File: config.mk
export PLATFORM = sky130hd
export DESIGN_NAME = flame_sweep_median_locator
export DESIGN_NICKNAME = d
export VERILOG_FILES = /design/src/hw/rtl/fsml_pkg.sv /design/src/hw/rtl/fsml_sel.sv /design/src/hw/rtl/fsml_div.sv /design/src/hw/rtl/flame_sweep_median_locator.sv
export SDC_FILE = /design/constraint.sdc
export NUM_CORES = 1
export LEC_CHECK = 0
export BUFFER_PORTS_ARGS = -buffer_cell sky130_fd_sc_hd__buf_2
export CORE_AREA = 4 4 145 147
export CTS_BUF_LIST = sky130_fd_sc_hd__clkbuf_4
export CTS_CLUSTER_SIZE = 8
export DETAILED_ROUTE_END_ITERATION = 7
export DIE_AREA = 0 0 149 151
export PLACE_DENSITY = 0.81
export SYNTH_ARGS = -nofsm -noshare
export SYNTH_HDL_FRONTEND = slang
export SYNTH_HIERARCHICAL = 1
export SYNTH_SLANG_ARGS = --single-unit
File: constraint.sdc
create_clock -name clock -period 4.38 [get_ports clock]
set_clock_uncertainty 0.15 [all_clocks]
set_input_delay 0.438 -clock clock [delete_from_list [all_inputs] [get_ports clock]]
set_output_delay 0.438 -clock clock [all_outputs]
set_load 0.02 [all_outputs]
File: src/hw/rtl/fsml_pkg.sv
package fsml_pkg;

   // field widths
   localparam int SAMPLE_W = 10;
   localparam int ANGLE_W  = 8;
   localparam int SUM_W    = 20;
   localparam int HIT_W    = 12;

   // stream word widths
   localparam int REQ_TDATA_W = 24;
   localparam int RSP_TDATA_W = 24;

   localparam logic [SAMPLE_W-1:0] THRESH_RESET = 10'd100;

   typedef enum logic [2:0] {
      ST_IDLE,
      ST_SELECT,
      ST_WRAP,
      ST_DIVIDE,
      ST_RESULT
   } state_type;

   // window store / median select control
   typedef struct packed {
      logic wr_en;
      logic start;
   } sel_ctrl_type;

endpackage

File: src/hw/rtl/fsml_sel.sv
// Window sample store and MSB-first bit-serial median select.
module fsml_sel #(
   parameter int WINDOW = 5
) (
   input  logic                                clock,
   input  logic                                reset,
   input  fsml_pkg::sel_ctrl_type              ctrl,
   input  logic [$clog2(WINDOW)-1:0]           wr_idx,
   input  logic [fsml_pkg::SAMPLE_W-1:0]       wr_data,
   output logic                                done,
   output logic [fsml_pkg::SAMPLE_W-1:0]       median
);

   localparam int IDX_W   = $clog2(WINDOW);
   localparam int CNT_W   = $clog2(WINDOW + 1);
   localparam int RANK    = (WINDOW - 1) / 2;
   localparam int SW      = fsml_pkg::SAMPLE_W;
   localparam int BIT_W   = $clog2(SW);

   logic [SW-1:0]     entry_ff [WINDOW];
   logic [WINDOW-1:0] active_ff, active_in;
   logic [IDX_W-1:0]  rank_ff, rank_in;
   logic [BIT_W-1:0]  bit_ff;
   logic              busy_ff, done_ff;
   logic [SW-1:0]     median_ff;
   logic [WINDOW-1:0] msb;
   logic [CNT_W-1:0]  zeros;
   logic              res_bit;

   // count live candidates with a 0 in the current bit
   always_comb begin
      zeros = '0;
      for (int i = 0; i < WINDOW; i++) begin
         msb[i] = entry_ff[i][SW-1];
         zeros  = zeros + CNT_W'(active_ff[i] & ~msb[i]);
      end
      if (zeros > CNT_W'(rank_ff)) begin
         res_bit   = 1'b0;
         active_in = active_ff & ~msb;
         rank_in   = rank_ff;
      end else begin
         res_bit   = 1'b1;
         active_in = active_ff & msb;
         rank_in   = rank_ff - IDX_W'(zeros);
      end
   end

   // sample store: write one entry, or rotate all left while selecting
   always_ff @(posedge clock) begin
      for (int i = 0; i < WINDOW; i++) begin
         if (ctrl.wr_en) begin
            if (wr_idx == IDX_W'(i)) begin
               entry_ff[i] <= wr_data;
            end
         end else if (busy_ff) begin
            entry_ff[i] <= {entry_ff[i][SW-2:0], entry_ff[i][SW-1]};
         end
      end
   end

   // select sequencer
   always_ff @(posedge clock) begin
      if (reset) begin
         busy_ff <= 1'b0;
         done_ff <= 1'b0;
         bit_ff  <= '0;
      end else begin
         done_ff <= 1'b0;
         if (ctrl.start) begin
            busy_ff <= 1'b1;
            bit_ff  <= BIT_W'(SW - 1);
         end else if (busy_ff) begin
            bit_ff <= bit_ff - 1'b1;
            if (bit_ff == '0) begin
               busy_ff <= 1'b0;
               done_ff <= 1'b1;
            end
         end
      end
   end

   // candidate set, rank and result bits
   always_ff @(posedge clock) begin
      if (ctrl.start) begin
         active_ff <= '1;
         rank_ff   <= IDX_W'(RANK);
      end else if (busy_ff) begin
         active_ff <= active_in;
         rank_ff   <= rank_in;
         median_ff <= {median_ff[SW-2:0], res_bit};
      end
   end

   assign done   = done_ff;
   assign median = median_ff;

endmodule

File: src/hw/rtl/fsml_div.sv
// Restoring bit-serial divider, one quotient bit per cycle, result clamped to 8 bits.
module fsml_div (
   input  logic                           clock,
   input  logic                           reset,
   input  logic                           start,
   input  logic [fsml_pkg::SUM_W-1:0]     dividend,
   input  logic [fsml_pkg::HIT_W-1:0]     divisor,
   output logic                           done,
   output logic [fsml_pkg::ANGLE_W-1:0]   quotient
);

   localparam int QW    = fsml_pkg::SUM_W;
   localparam int RW    = fsml_pkg::HIT_W;
   localparam int AW    = fsml_pkg::ANGLE_W;
   localparam int CNT_W = $clog2(QW);

   logic [QW-1:0]    quot_ff, quot_in;
   logic [RW-1:0]    rem_ff, rem_in, divisor_ff;
   logic [CNT_W-1:0] cnt_ff;
   logic             busy_ff, done_ff;
   logic [RW:0]      trial, diff;
   logic             fits;

   // one restoring step
   always_comb begin
      trial   = {rem_ff, quot_ff[QW-1]};
      diff    = trial - {1'b0, divisor_ff};
      fits    = trial >= {1'b0, divisor_ff};
      rem_in  = fits ? diff[RW-1:0] : trial[RW-1:0];
      quot_in = {quot_ff[QW-2:0], fits};
   end

   // sequencer
   always_ff @(posedge clock) begin
      if (reset) begin
         busy_ff <= 1'b0;
         done_ff <= 1'b0;
         cnt_ff  <= '0;
      end else begin
         done_ff <= 1'b0;
         if (start) begin
            busy_ff <= 1'b1;
            cnt_ff  <= CNT_W'(QW - 1);
         end else if (busy_ff) begin
            cnt_ff <= cnt_ff - 1'b1;
            if (cnt_ff == '0) begin
               busy_ff <= 1'b0;
               done_ff <= 1'b1;
            end
         end
      end
   end

   // datapath
   always_ff @(posedge clock) begin
      if (start) begin
         quot_ff    <= dividend;
         rem_ff     <= '0;
         divisor_ff <= divisor;
      end else if (busy_ff) begin
         quot_ff <= quot_in;
         rem_ff  <= rem_in;
      end
   end

   assign done     = done_ff;
   assign quotient = (|quot_ff[QW-1:AW]) ? '1 : quot_ff[AW-1:0];

endmodule

File: src/hw/rtl/flame_sweep_median_locator.sv
// Channel | Dir | Signals                          | Word
// req     | in  | req_tvalid/tready/tdata/tuser/tlast | sample, level, angle; first; last
// rsp     | out | rsp_tvalid/tready/tdata/tuser/tlast | median, vote, here, found, angle; valid; done
// csr     | in  | csr_valid/ready/data             | flame_threshold
//
// Steps: an item that neither fills a window nor ends a sweep is taken in IDLE; a
// window-filling item runs the 10-bit MSB-first median select, a sweep end passes WRAP,
// and the 20-bit serial divider runs after WRAP when there are hits.
// One result word waits in the output register while the next item is taken; a stalled
// word holds the following result in the result step.
// Synchronous reset clears sum, hits, found flag and fill count; threshold returns to 100.
module flame_sweep_median_locator #(
   parameter int WINDOW = 5
) (
   input  logic                                 clock,
   input  logic                                 reset,
   input  logic                                 req_tvalid,
   output logic                                 req_tready,
   // [9:0] sample, [10] digital_level, [18:11] servo_angle
   input  logic [fsml_pkg::REQ_TDATA_W-1:0]     req_tdata,
   // [0] first_of_sweep
   input  logic [0:0]                           req_tuser,
   input  logic                                 req_tlast,
   output logic                                 rsp_tvalid,
   input  logic                                 rsp_tready,
   // [9:0] median_level, [10] digital_vote, [11] flame_here, [12] flame_found,
   // [20:13] flame_angle
   output logic [fsml_pkg::RSP_TDATA_W-1:0]     rsp_tdata,
   // [0] window_valid
   output logic [0:0]                           rsp_tuser,
   output logic                                 rsp_tlast,
   input  logic                                 csr_valid,
   output logic                                 csr_ready,
   input  logic [fsml_pkg::SAMPLE_W-1:0]        csr_data
);

   localparam int IDX_W    = $clog2(WINDOW);
   localparam int CNT_W    = $clog2(WINDOW + 1);
   localparam int RANK     = (WINDOW - 1) / 2;
   localparam int VOTE_MIN = WINDOW - RANK;
   localparam int SW       = fsml_pkg::SAMPLE_W;
   localparam int AW       = fsml_pkg::ANGLE_W;
   localparam int SUMW     = fsml_pkg::SUM_W;
   localparam int HW       = fsml_pkg::HIT_W;

   fsml_pkg::state_type    state_ff, state_in;
   fsml_pkg::sel_ctrl_type sel_ctrl;

   logic [SW-1:0]     req_sample;
   logic              req_dig;
   logic [AW-1:0]     req_angle;
   logic              req_first;
   logic              accept;
   logic [IDX_W-1:0]  fill_ff, fill_eff;
   logic              complete;
   logic [WINDOW-1:0] dig_ff, dig_in;
   logic [CNT_W-1:0]  ones;
   logic              vote_now;

   logic [AW-1:0]     angle_ff;
   logic              last_ff, valid_ff, vote_ff, here_ff;
   logic [SW-1:0]     thresh_ff;
   logic [SUMW-1:0]   sum_ff;
   logic [SUMW:0]     sum_wide;
   logic [HW-1:0]     hits_ff;
   logic              found_ff;
   logic              here_now;

   logic              sel_done;
   logic [SW-1:0]     sel_median;
   logic              div_start, div_done;
   logic [AW-1:0]     div_quot;
   logic              accum_en, out_load, tready;

   logic              rsp_valid_ff;
   logic [fsml_pkg::RSP_TDATA_W-1:0] rsp_data_ff;
   logic              rsp_user_ff, rsp_last_ff;
   logic [SW-1:0]     out_median;
   logic [AW-1:0]     out_angle;

   // input word unpack
   assign req_sample = req_tdata[9:0];
   assign req_dig    = req_tdata[10];
   assign req_angle  = req_tdata[18:11];
   assign req_first  = req_tuser[0];
   assign accept     = req_tvalid && tready;

   // window fill position and digital vote
   always_comb begin
      fill_eff = req_first ? '0 : fill_ff;
      complete = (fill_eff == IDX_W'(WINDOW - 1));
      ones     = '0;
      for (int i = 0; i < WINDOW; i++) begin
         dig_in[i] = (fill_eff == IDX_W'(i)) ? req_dig : dig_ff[i];
         ones      = ones + CNT_W'(dig_in[i]);
      end
      vote_now = (ones >= CNT_W'(VOTE_MIN));
   end

   // flame test and saturating sum
   assign here_now = (sel_median <= thresh_ff);
   assign sum_wide = {1'b0, sum_ff} + (SUMW + 1)'(angle_ff);

   // sequencer: next state and strobes
   always_comb begin
      state_in  = state_ff;
      tready    = 1'b0;
      sel_ctrl  = '0;
      div_start = 1'b0;
      accum_en  = 1'b0;
      out_load  = 1'b0;
      case (state_ff)
         fsml_pkg::ST_IDLE: begin
            tready         = 1'b1;
            sel_ctrl.wr_en = req_tvalid;
            if (req_tvalid) begin
               if (complete) begin
                  sel_ctrl.start = 1'b1;
                  state_in       = fsml_pkg::ST_SELECT;
               end else if (req_tlast) begin
                  state_in = fsml_pkg::ST_WRAP;
               end
            end
         end
         fsml_pkg::ST_SELECT: begin
            if (sel_done) begin
               accum_en = 1'b1;
               state_in = last_ff ? fsml_pkg::ST_WRAP : fsml_pkg::ST_RESULT;
            end
         end
         fsml_pkg::ST_WRAP: begin
            if (hits_ff != '0) begin
               div_start = 1'b1;
               state_in  = fsml_pkg::ST_DIVIDE;
            end else begin
               state_in = fsml_pkg::ST_RESULT;
            end
         end
         fsml_pkg::ST_DIVIDE: begin
            if (div_done) begin
               state_in = fsml_pkg::ST_RESULT;
            end
         end
         fsml_pkg::ST_RESULT: begin
            if (!rsp_valid_ff || rsp_tready) begin
               out_load = 1'b1;
               state_in = fsml_pkg::ST_IDLE;
            end
         end
         default: state_in = fsml_pkg::ST_IDLE;
      endcase
   end

   always_ff @(posedge clock) begin
      if (reset) begin
         state_ff <= fsml_pkg::ST_IDLE;
      end else begin
         state_ff <= state_in;
      end
   end

   // item registers
   always_ff @(posedge clock) begin
      if (accept) begin
         angle_ff <= req_angle;
         last_ff  <= req_tlast;
         valid_ff <= complete;
         vote_ff  <= vote_now;
         dig_ff   <= dig_in;
         here_ff  <= 1'b0;
      end else if (accum_en) begin
         here_ff <= here_now;
      end
   end

   // fill count, threshold, sweep accumulators
   always_ff @(posedge clock) begin
      if (reset) begin
         fill_ff   <= '0;
         thresh_ff <= fsml_pkg::THRESH_RESET;
         sum_ff    <= '0;
         hits_ff   <= '0;
         found_ff  <= 1'b0;
      end else begin
         if (csr_valid) begin
            thresh_ff <= csr_data;
         end
         if (accept) begin
            fill_ff <= (complete || req_tlast) ? '0 : IDX_W'(fill_eff + 1'b1);
            if (req_first) begin
               sum_ff   <= '0;
               hits_ff  <= '0;
               found_ff <= 1'b0;
            end
         end
         if (accum_en && here_now) begin
            found_ff <= 1'b1;
            sum_ff   <= sum_wide[SUMW] ? '1 : sum_wide[SUMW-1:0];
            if (hits_ff != '1) begin
               hits_ff <= hits_ff + 1'b1;
            end
         end
      end
   end

   fsml_sel #(
      .WINDOW (WINDOW)
   ) u_sel (
      .clock   (clock),
      .reset   (reset),
      .ctrl    (sel_ctrl),
      .wr_idx  (fill_eff),
      .wr_data (req_sample),
      .done    (sel_done),
      .median  (sel_median)
   );

   fsml_div u_div (
      .clock    (clock),
      .reset    (reset),
      .start    (div_start),
      .dividend (sum_ff),
      .divisor  (hits_ff),
      .done     (div_done),
      .quotient (div_quot)
   );

   // result word fields
   assign out_median = valid_ff ? sel_median : '0;
   assign out_angle  = (last_ff && (hits_ff != '0)) ? div_quot : '0;

   // output register
   always_ff @(posedge clock) begin
      if (reset) begin
         rsp_valid_ff <= 1'b0;
      end else if (out_load) begin
         rsp_valid_ff <= 1'b1;
      end else if (rsp_tready) begin
         rsp_valid_ff <= 1'b0;
      end
   end

   always_ff @(posedge clock) begin
      if (out_load) begin
         rsp_data_ff <= {3'b000, out_angle, found_ff, here_ff, valid_ff & vote_ff, out_median};
         rsp_user_ff <= valid_ff;
         rsp_last_ff <= last_ff;
      end
   end

   assign req_tready = tready;
   assign csr_ready  = 1'b1;
   assign rsp_tvalid = rsp_valid_ff;
   assign rsp_tdata  = rsp_data_ff;
   assign rsp_tuser  = rsp_user_ff;
   assign rsp_tlast  = rsp_last_ff;

endmodule

==> metrics.txt <==
unrepaired setup endpoints after global routing false; Tmin final between 3 and 4 ns; core area about 20000 sq um; routed wire length 22400 um; Initial DRT Pass Iterations 5; syn_area_per_cell between 10 and 15 sq um; register area share after synthesis between 50% and 60%; reg-to-reg endpoint vote_ff; Most used DFF post-synth edfxtp_1; asr flop ratio synth 0%; Root Buffer clkbuf_4; EDFF count, synth roughly 130; Mapped Area roughly 11000 sq um; Cells after DPL 1245; Crit Reg-Reg Startpoint fill_ff[1]; worst slack, placed between 0.6 and 0.7 ns; most common cell after layout, fill and taps aside edfxtp_1; layout cell share with drive strength beyond 1 approximately a fifth; initial drt markers between 400 and 500; gr usage total between 10% and 20%; maximum number of pins on one net before global-route repair 61; total clock sinks roughly 220; Power Dens Cells ~390 nW/um^2; Crit Path Category flip-flop to flip-flop; die height about 150 um; hold crit path type input port to flip-flop; Final Non-Filler Cells 1369; Rows 52; synth unique cells between 80 and 90; fin. max-slew vios 0; final net count around 1.1k; final setup margin just under 1 ns; period utilisation layout slightly below 80%; worst-path fanout max 6; Fin Setup TNS 0 ns; Num CTS Buffers between 50 and 60; CP Capture Type flip-flop; vias in the first global route approximately 7.6k; Area Growth Syn to Fin 13.6%; Ys Warns 6; Clock transition at path regs about 0.07 ns; via/cell ratio 5.63; Rel. slew slack roughly 14%; DRC Markers 0; initial antenna violation count 1; Max VDD drop about 0.00032 V; FF-to-FF setup slack just under 1 ns; Leakage about 4.9 nW; post-DP HPWL 14600 um; port bufs 60; clock latency on the worst-skew pair 0.69 ns; die width 149 um; Fmax achieved 294 MHz; maxcap violations 0; Syn Inst Count around 950; synthesized flop and latch total around 220; gr ovfl total 0; global-route wire length before repair between 30000 and 40000 um; Die ar. around 22000 sq um; vias roughly 7.7k; post-route ant nets 0; Hold Path Depth 3; CTS tree built; CP Launch Type flip-flop; R2R depth 12; # fillers 1562; hold endpoint dig_ff[4]; hold path startpoint req_tdata[10]; most frequent cells in the layout 131 x edfxtp_1, 84 x dfxtp_1, 80 x clkbuf_4, 60 x nor2_1, 60 x buf_2; I/O pin cnt 70; RD Place Congestion approximately 0.81; final setup violation count 0; Post-CTS Setup Repair Bufs 0; CP Data Required Time roughly 4.6 ns; status complete, no violations; Fin. Hold Viols 0; Initial Utilization 53.5%; Wirelength per Cell 16.3 um; H-tree Lvls 2; CTS Buffer Depth 3; Least-Margin Pin Slew roughly 1.3 ns; CP Data Arrival Time roughly 3.7 ns
-- worst max path at each step --
stage / end / slack, ns / from / depth (start not counted)
floorplan: vote_ff / 1.04 / req_tuser / 12
global placement: vote_ff / 0.75 / req_tuser / 13
detailed placement: vote_ff / 0.69 / req_tuser / 13
CTS: vote_ff / 0.97 / fill_ff[1] / 12
global route: vote_ff / 0.80 / fill_ff[1] / 12
finish: vote_ff / 0.97 / fill_ff[1] / 12
-- state kept, by name, summed over array words and instances, names as in the netlist, 5 cells and up --
register	cells
angle_ff	8
thresh_ff	10
u_div/quot_ff	20
rsp_tdata	21
u_div/divisor_ff	12
u_sel/active_ff	5
u_sel/median	10
u_div/cnt_ff	5
hits_ff	12
dig_ff	5
u_div/rem_ff	12
sum_ff	20
u_sel/entry_ff	50
-- Yosys cell counts, drive strengths merged (3+ instances only) --
master   instances  area share, %
edfxtp         131             37
clkbuf          15           0.53
nor3            14           0.71
a21o            60            4.2
mux2            29            3.1
a31o             4           0.33
nand4            8           0.47
nor4             7           0.55
dfxtp           84             16
and2            14           0.82
a31oi           14           0.82
ha              45            5.3
nand3b           5           0.35
o21ai           29            1.4
o2111ai          5           0.41
xnor2           15            1.2
a21oi           49            2.3
buf             27            1.7
a211oi           8           0.56
mux2i           22            2.1
nor4b            9           0.86
fa               7            1.3
nor2            63            2.3
or2             12           0.71
nand3           26            1.2
nor2b           20            1.2
or3             11           0.65
inv             54            1.9
o211ai           8           0.56
o21a             6           0.42
and3            13           0.76
nand2           52            1.9
o21bai           4           0.28
a311oi           3           0.31
nand2b          14           0.82
xor2            10           0.82
or4              5           0.35
a211o            3           0.25
a2111oi          4           0.39
-- stage by stage --
| stage | util (%) | hold slack (ns) | power [mW] | area, sq um |
|---|---|---|---|---|
| 2_1_floorplan | - | 0.256 | 2.79 | 10700 |
| 3_3_place_gp | 55.9 | 0.264 | 2.90 | 11100 |
| 3_5_place_dp | 55.9 | 0.266 | 2.93 | 11100 |
| 4_1_cts | 60.7 | 0.00395 | 4.73 | 12100 |
| 5_1_grt | 60.7 | 0.0170 | 4.94 | 12100 |
| 6_report | 60.7 | 0.0424 | 4.70 | 12100 |
-- cell families (layout without fill, tap and decap cells) --
group / after synthesis / count (layout) / synth area share, %
compound gates: 220 / 220 / 14.5
buf+inv: 96 / 245 / 4.11
flops: 215 / 215 / 52.7
fa+ha+maj: 52 / 52 / 6.60
mux: 51 / 51 / 5.14
simple gates: 285 / 285 / 14.8
xor+xnor: 25 / 25 / 2.06
other cells: 2 / 6 / 0.0705
-- repair_timing --
action | 4_1_cts | 5_1_grt
hold buffers | 20 | 0
endpoints found under the hold margin | 21 | 0
gates resized for setup | 0 | 0
-- area by class of cell --
type / instances / area, sq um / area share (%)
Clock inverter: 22 / 150 / 1.24
Inverter: 54 / 203 / 1.68
Tap cell: 270 / 338 / 2.79
Multi-Input combinational cell: 637 / 4610 / 38.1
Sequential cell: 215 / 5620 / 46.4
Clock buffer: 80 / 601 / 4.97
Timing Repair Buffer: 89 / 568 / 4.70
Antenna cell: 2 / 5.00 / 0.0414
-- where the power goes --
part	leakage, nW	internal [mW]	switching (mW)
clock	0.438	0.966	0.835
sequential	1.86	2.22	0.0471
combinational	2.61	0.278	0.361
total	4.91	3.46	1.24
-- critical path: stages (launching register included) --
cell and delay [ns]:
dfxtp_1 0.35, nand2b_1 0.11, inv_1 0.18, ha_1 0.20, ha_1 0.15, mux2_2 0.35
fa_1 0.52, inv_1 0.05, fa_1 0.35, inv_1 0.08, ha_1 0.22, nor3b_1 0.13
or2_2 0.26
-- per-layer routing --
metal,vias to the layer above,track usage [%],routed length [um]
met5,-,0,0
met4,0,9.24,609
met3,57,4.43,1270
met2,237,33.7,11200
met1,3678,24.0,9300
li1,3732,-,-
Power figures use the tool's default switching activity.
